**config.mk**
```make
export PLATFORM = sky130hd
export DESIGN_NAME = vpr_phase
export DESIGN_NICKNAME = d
export VERILOG_FILES = /design/src/hdl/vpr_pkg.sv /design/src/hdl/vpr_phase.sv
export SDC_FILE = /design/constraint.sdc
export NUM_CORES = 1
export LEC_CHECK = 0
export BUFFER_PORTS_ARGS = -buffer_cell sky130_fd_sc_hd__buf_2
export CAP_MARGIN = 10
export CORE_ASPECT_RATIO = 1.4
export CORE_MARGIN = 3
export CORE_UTILIZATION = 54
export DETAILED_ROUTE_END_ITERATION = 6
export PLACE_DENSITY = 0.77
export SLEW_MARGIN = 20
export SYNTH_ARGS = -nofsm -noshare
export SYNTH_HDL_FRONTEND = slang
export SYNTH_SLANG_ARGS = --single-unit
```
**constraint.sdc**
```tcl
create_clock -name clk -period 5.7 [get_ports clk]
set_input_delay 0.57 -clock clk [delete_from_list [all_inputs] [get_ports clk]]
set_output_delay 0.57 -clock clk [all_outputs]
set_load 0.01 [all_outputs]
```
**src/hdl/vpr_pkg.sv**
```systemverilog
// Shared types, constants and constant tables of the vector plane rotator.
// Used by every vpr_* module and by the vector_plane_rotator top level.
// No dependencies.
package vpr_pkg;

  // Field widths
  localparam int ANGLE_W = 17;
  localparam int COORD_W = 32;
  localparam int TDATA_IN_W = 120;
  localparam int TDATA_OUT_W = 96;

  // CORDIC sizing: x/y carry headroom over Q2.30, z holds a binary angle
  localparam int ROTATION_STAGES = 20;
  localparam int CORD_W = 34;
  localparam int ZANG_W = 33;
  localparam int ATAN_W = 30;
  localparam logic signed [CORD_W-1:0] GAIN_INV_Q30 = 34'sh0_26DD_3B6A;

  // Angle conversion: 46080 units per turn = 2^10 * 45
  localparam int FULL_TURN = 46080;
  localparam int DIV_45 = 45;
  localparam int RECIP_45 = 2982617;        // ceil(2^27 / 45)
  localparam int RECIP_SHIFT = 27;
  localparam int STEP_PER_UNIT = 93206;     // floor(2^22 / 45)

  // Product rounding: half an LSB of the Q2.30 scale
  localparam logic signed [63:0] ROUND_HALF = 64'sh0000_0000_2000_0000;

  typedef enum logic [1:0] {
    PLANE_XY   = 2'd0,
    PLANE_XZ   = 2'd1,
    PLANE_YZ   = 2'd2,
    PLANE_PASS = 2'd3
  } vpr_plane_t;

  // Vector plus plane selector, carried alongside the angle path
  typedef struct packed {
    vpr_plane_t                 action;
    logic signed [COORD_W-1:0]  x;
    logic signed [COORD_W-1:0]  y;
    logic signed [COORD_W-1:0]  z;
  } vpr_item_t;

  // Folded binary angle handed to the CORDIC
  typedef struct packed {
    logic                       flip;
    logic signed [COORD_W-1:0]  phase;
    vpr_item_t                  item;
  } vpr_phase_t;

  // CORDIC result handed to the product stages
  typedef struct packed {
    logic                       flip;
    logic signed [CORD_W-1:0]   cos_v;
    logic signed [CORD_W-1:0]   sin_v;
    vpr_item_t                  item;
  } vpr_trig_t;

  // atan(2^-i) as a binary angle, full turn = 2^32
  function automatic logic [ATAN_W-1:0] atan_bin(input logic [4:0] idx);
    logic [ATAN_W-1:0] a;
    unique case (idx)
      5'd0:  a = 30'h2000_0000;
      5'd1:  a = 30'h12E4_051E;
      5'd2:  a = 30'h09FB_385B;
      5'd3:  a = 30'h0511_11D4;
      5'd4:  a = 30'h028B_0D43;
      5'd5:  a = 30'h0145_D7E1;
      5'd6:  a = 30'h00A2_F61E;
      5'd7:  a = 30'h0051_7C55;
      5'd8:  a = 30'h0028_BE53;
      5'd9:  a = 30'h0014_5F2F;
      5'd10: a = 30'h000A_2F98;
      5'd11: a = 30'h0005_17CC;
      5'd12: a = 30'h0002_8BE6;
      5'd13: a = 30'h0001_45F3;
      5'd14: a = 30'h0000_A2FA;
      5'd15: a = 30'h0000_517D;
      5'd16: a = 30'h0000_28BE;
      5'd17: a = 30'h0000_145F;
      5'd18: a = 30'h0000_0A30;
      5'd19: a = 30'h0000_0518;
      5'd20: a = 30'h0000_028C;
      5'd21: a = 30'h0000_0146;
      5'd22: a = 30'h0000_00A3;
      5'd23: a = 30'h0000_0051;
      5'd24: a = 30'h0000_0029;
      5'd25: a = 30'h0000_0014;
      5'd26: a = 30'h0000_000A;
      5'd27: a = 30'h0000_0005;
      5'd28: a = 30'h0000_0003;
      5'd29: a = 30'h0000_0001;
      5'd30: a = 30'h0000_0001;
      5'd31: a = 30'h0000_0000;
    endcase
    return a;
  endfunction

  // floor((34*m + 22) / 45): fractional carry of m * 2^22 / 45, rounded
  function automatic logic [5:0] frac_tbl(input logic [5:0] m);
    logic [5:0] f;
    unique case (m)
      6'd0:  f = 6'd0;   6'd1:  f = 6'd1;   6'd2:  f = 6'd2;   6'd3:  f = 6'd2;
      6'd4:  f = 6'd3;   6'd5:  f = 6'd4;   6'd6:  f = 6'd5;   6'd7:  f = 6'd5;
      6'd8:  f = 6'd6;   6'd9:  f = 6'd7;   6'd10: f = 6'd8;   6'd11: f = 6'd8;
      6'd12: f = 6'd9;   6'd13: f = 6'd10;  6'd14: f = 6'd11;  6'd15: f = 6'd11;
      6'd16: f = 6'd12;  6'd17: f = 6'd13;  6'd18: f = 6'd14;  6'd19: f = 6'd14;
      6'd20: f = 6'd15;  6'd21: f = 6'd16;  6'd22: f = 6'd17;  6'd23: f = 6'd17;
      6'd24: f = 6'd18;  6'd25: f = 6'd19;  6'd26: f = 6'd20;  6'd27: f = 6'd20;
      6'd28: f = 6'd21;  6'd29: f = 6'd22;  6'd30: f = 6'd23;  6'd31: f = 6'd23;
      6'd32: f = 6'd24;  6'd33: f = 6'd25;  6'd34: f = 6'd26;  6'd35: f = 6'd26;
      6'd36: f = 6'd27;  6'd37: f = 6'd28;  6'd38: f = 6'd29;  6'd39: f = 6'd29;
      6'd40: f = 6'd30;  6'd41: f = 6'd31;  6'd42: f = 6'd32;  6'd43: f = 6'd32;
      6'd44: f = 6'd33;
      default: f = 6'd0;
    endcase
    return f;
  endfunction

endpackage

```
**src/hdl/vpr_phase.sv**
```systemverilog
// Angle front end: 1/128 degree angle to a folded 32-bit binary angle.
// Five register stages: wrap, divide by 45, remainder, fraction, fold.
// Depends on vpr_pkg.
module vpr_phase (
  input  logic                                clk,
  input  logic                                rst_n,
  input  logic                                en,
  input  logic                                in_valid,
  input  logic signed [vpr_pkg::ANGLE_W-1:0]  in_angle,
  input  vpr_pkg::vpr_item_t                  in_item,
  output logic                                out_valid,
  output vpr_pkg::vpr_phase_t                 out_phase
);
  import vpr_pkg::*;

  localparam logic signed [17:0] TURN_S  = 18'(FULL_TURN);
  localparam logic signed [17:0] TURN2_S = 18'(2 * FULL_TURN);
  localparam logic signed [31:0] QTR_POS = 32'sh4000_0000;
  localparam logic signed [31:0] QTR_NEG = 32'shC000_0000;
  localparam logic [31:0]        HALF_TURN = 32'h8000_0000;

  logic [3:0]        v_r;
  logic              out_v_r;
  vpr_item_t         item_r [4];
  logic [15:0]       r_a_r, r_b_r;
  logic [9:0]        q_b_r, q_c_r, q_d_r;
  logic [5:0]        m_c_r;
  logic [22:0]       t_d_r;
  vpr_phase_t        ph_r;

  logic signed [17:0] ang_ext, wrap;
  logic [15:0]        r_a_nxt;
  logic [37:0]        prod_b;
  logic [9:0]         q_b_nxt;
  logic [15:0]        m_full;
  logic [22:0]        t_d_nxt;
  logic [31:0]        ph_sum;
  logic               fold;
  vpr_phase_t         ph_nxt;

  // Stage logic
  always_comb begin
    // reduce the angle into one turn
    ang_ext = 18'(in_angle);
    priority if (ang_ext < -TURN_S) begin
      wrap = ang_ext + TURN2_S;
    end else if (ang_ext < 18'sd0) begin
      wrap = ang_ext + TURN_S;
    end else if (ang_ext >= TURN_S) begin
      wrap = ang_ext - TURN_S;
    end else begin
      wrap = ang_ext;
    end
    r_a_nxt = wrap[15:0];

    // quotient by 45 through the reciprocal
    prod_b  = 38'(r_a_r) * 38'(RECIP_45);
    q_b_nxt = prod_b[RECIP_SHIFT +: 10];

    // remainder
    m_full = r_b_r - 16'(q_b_r) * 16'(DIV_45);

    // remainder's share of the turn: m * 2^22 / 45, rounded
    t_d_nxt = 23'(m_c_r) * 23'(STEP_PER_UNIT) + 23'(frac_tbl(m_c_r));

    // binary angle and fold into +-90 degrees
    ph_sum = {q_d_r, 22'b0} + {9'b0, t_d_r};
    fold   = ($signed(ph_sum) > QTR_POS) || ($signed(ph_sum) < QTR_NEG);
    ph_nxt.flip  = fold;
    ph_nxt.phase = fold ? $signed(ph_sum ^ HALF_TURN) : $signed(ph_sum);
    ph_nxt.item  = item_r[3];
  end

  // Valid bits
  always_ff @(posedge clk) begin
    if (!rst_n) begin
      v_r     <= '0;
      out_v_r <= 1'b0;
    end else if (en) begin
      v_r     <= {v_r[2:0], in_valid};
      out_v_r <= v_r[3];
    end
  end

  // Payload
  always_ff @(posedge clk) begin
    if (en) begin
      item_r[0] <= in_item;
      item_r[1] <= item_r[0];
      item_r[2] <= item_r[1];
      item_r[3] <= item_r[2];
      r_a_r     <= r_a_nxt;
      r_b_r     <= r_a_r;
      q_b_r     <= q_b_nxt;
      q_c_r     <= q_b_r;
      m_c_r     <= m_full[5:0];
      q_d_r     <= q_c_r;
      t_d_r     <= t_d_nxt;
      ph_r      <= ph_nxt;
    end
  end

  assign out_valid = out_v_r;
  assign out_phase = ph_r;

endmodule

```
==> results.md <==
- Outcome: completed
- Drt initial violations: 662
- Final Cycle Share: 0.966
- MaxCap Viol Count: 0
- Via count: between 10000 and 15000
- Area Growth Syn to Fin: 16.3%
- Slew at the pin closest to its max-slew limit: between 0.9 and 1 ns
- Post-Synth Adder-Cell Area: 0.166
- Largest family of logic cells by synthesized area: adder cells
- # DRC: 0
- Clk_skew: 0.0341 ns
- Die ar.: 0.0511 mm^2
- Crit. Startpoint: r_a_r[15]
- Post-synthesis compound-gate area fraction: 0.0343
- Final hold violations: 0
- CP Capture Type: register
- Worst-path fanout max: 5
- Layout Nets: around 2200
- Via density: 5.11
- Flops & latches, synth: 615
- Relative slew slack: 0.380
- Chip height: 266 um
- Clk_lat worst skew: 0.59 ns
- CTS tree: done
- Post-synthesis mux area share: 0.00584
- Commonest non-fill, non-tap cell in the layout: edfxtp_1
- Crit path DAT: slightly below 6 ns
- Reg2Reg Setup Slack: 0.20 ns
- DR pass1 iterations: 5
- Hold_ws: 0.151 ns
- WS Path Type: reg -> reg
- Maximum clock rate: 182 MHz
- PortBufs: 250
- Sink Count: between 600 and 700
- ANT nets after route: 0
- Die X: 192 um
- Worst hold path type: in -> reg
- Starting Density: 0.552
- Dpl hpwl: 33300 um
- # setup viols final: 0
- Synth Flop Type: edfxtp_1
- Core Region: 0.0474 mm^2
- Root Driver: clkbuf_16
- Synth Cell Area: roughly 0.026 mm^2
- Reg2reg path depth: 19
- Global-route wire length before repair: around 73000 um
- RR Startpoint: r_a_r[15]
- Worst r2r dst: q_b_r[6]
- Post-synth EDFFs: 604
- Largest net degree at the start of global routing: 139
- Avg Cell Area, Syn: 17.3 um^2
- Synth unique cells: slightly above 70
- Nature of the critical path startpoint: register
- Final min period: 5.50 ns
- Reg clk slew, reported paths: 0.06 ns
- Gpl congestion: 0.883
- Asr flop ratio synth: 0
- Synth Area in Simple Gates: 0.0325
- XOR/XNOR share of the synthesized area: 0.0242
- Post-Route WL: 47400 um
- Antenna violations before repair: 4
- Fraction of layout cells with a size suffix above 1: 0.218
- Net Count, Synth: roughly 1900
- Bufs on Longest Clock Path: 3
- H-tree lvl count: 2
- Vias in the first global route: 13400
- Syn Inst Count: 1508
- DR WL/cell: between 15 and 20 um
- Num CTS Buffers: 55
- Total congestion overflow: 0
- Commonest cells after routing, fill and taps aside: 604 x edfxtp_1, 249 x buf_2, 231 x inv_1
- IO Pins: 251
- Synth Warn #: 0
- Sequential area share after synthesis: 0.702
- Site row count: 94
- Tot GR Track Use: 0.187
- Worst EP required: 6.01 ns
- Post-CTS Hold Buffers: 0
- Slew Limit Fails: 0
- Worst Setup EP: q_b_r[6]
==> state kept, by name, indices dropped and copies added (netlist names), named ones only <==
name	cells
item_r	392
m_c_r	6
out_phase	131
out_valid	1
q_b_r	10
q_c_r	10
q_d_r	10
r_a_r	16
r_b_r	6
t_d_nxt	1
t_d_r	23
v_r	4
==> metrics by stage <==
stage                     cells  setup TNS [ns]  setup WS [ns]  cell area [um^2]   util
after floorplan            1508               0          0.185             26100      -
after global placement     2395               0         0.0466             28300  0.598
after detailed placement   2395         -0.0231        -0.0231             28300  0.598
after CTS                  2502               0       0.000905             30200  0.638
after global routing       2508          -0.111        -0.0421             30400  0.642
final                      2510               0          0.196             30400  0.642
==> cells in the mapped netlist (3+ instances only) <==
cell       number  share of area
a21oi_1        33         0.0063
dfxtp_1        11         0.0084
xnor2_1        42          0.014
o21ai_0        19         0.0036
xor2_1         24         0.0080
fa_1          100          0.077
a21o_1         12         0.0034
nor4_2          3         0.0014
o22ai_1         4        0.00096
o211ai_1        5         0.0014
and3_1          8         0.0019
nand2_1        30         0.0043
a31oi_1         3        0.00072
o21a_1          8         0.0023
mux2i_1        13         0.0050
a211oi_1        7         0.0020
nor3b_1         3        0.00086
clkbuf_1        3        0.00043
nor2b_1        12         0.0029
a21o_2          4         0.0013
o21ai_1         3        0.00057
edfxtp_1      604           0.69
inv_1         232          0.033
nor2_1         24         0.0034
ha_1          186          0.089
nor3_1         11         0.0021
nand4_1         5         0.0012
a211o_1         3         0.0010
o31ai_1         3        0.00086
buf_6           3         0.0013
o2111ai_1       3         0.0010
and2_1          5         0.0012
o21bai_1        5         0.0014
nor4_1          8         0.0019
nand2b_1        5         0.0012
nand3_1        16         0.0031
a21boi_0        4         0.0011
==> critical path, cell delays in order (launching register included) <==
cell      delay, ns
edfxtp_1       0.50
ha_4           0.29
buf_4          0.13
fa_2           0.38
fa_2           0.54
inv_1          0.06
fa_1           0.56
fa_1           0.44
fa_1           0.54
inv_1          0.04
ha_1           0.32
and3_1         0.16
o21ai_1        0.16
a21boi_2       0.08
o211ai_1       0.25
a31oi_2        0.14
o31ai_1        0.21
buf_4          0.18
a21oi_1        0.09
xor2_1         0.15
==> metal layers <==
metal / global-route usage / wire [um]
met2: 0.341 / 25500
met3: 0.0327 / 2520
met4: 0.0695 / 1660
met1: 0.221 / 17800
met5: 0 / 27
==> cell type report <==
cell class                      instances  area (um^2)
Tap cell                              624          781
Sequential cell                       615        18400
Antenna cell                            3         7.51
Multi-Input combinational cell        654         7040
Timing Repair Buffer                  280         1520
Clock inverter                         38          427
Fill cell                            3277        17000
Inverter                              232          871
Clock buffer                           64         1410
==> logic make-up after synthesis <==
kind of cell             Yosys count
adder cells (fa/ha/maj)          287
flip-flops                       615
buffers and inverters            239
multiplexers                      15
AO/OA/AOI/OAI                    133
AND/OR/NAND/NOR                  150
XOR/XNOR                          69
==> how the worst min path moves through the flow <==
| stage | startpoint | end | slack [ns] | cells past startpoint |
|---|---|---|---|---|
| 4_1_cts | in_item[26] | item_r[0][26] | 0.11 | 1 |
| 6_report | in_item[69] | item_r[0][69] | 0.15 | 1 |
| 2_1_floorplan | t_d_nxt[0] | t_d_r[0] | 0.39 | 0 |
| 3_5_place_dp | item_r[0][19] | item_r[1][19] | 0.40 | 0 |
| 5_1_grt | in_item[44] | item_r[0][44] | 0.11 | 1 |
| 3_3_place_gp | t_d_nxt[0] | t_d_r[0] | 0.39 | 0 |
==> repair_timing <==
action,4_1_cts,5_1_grt
gates resized for setup,5,26
endpoints found under the setup margin,5,6
pin swaps,4,24
setup buffers,5,5
hold endpoints to repair,0,0
Power is left out: the tool's default activity adds up to more than one toggle a clock period on the data nets, which glitch-free logic cannot reach.
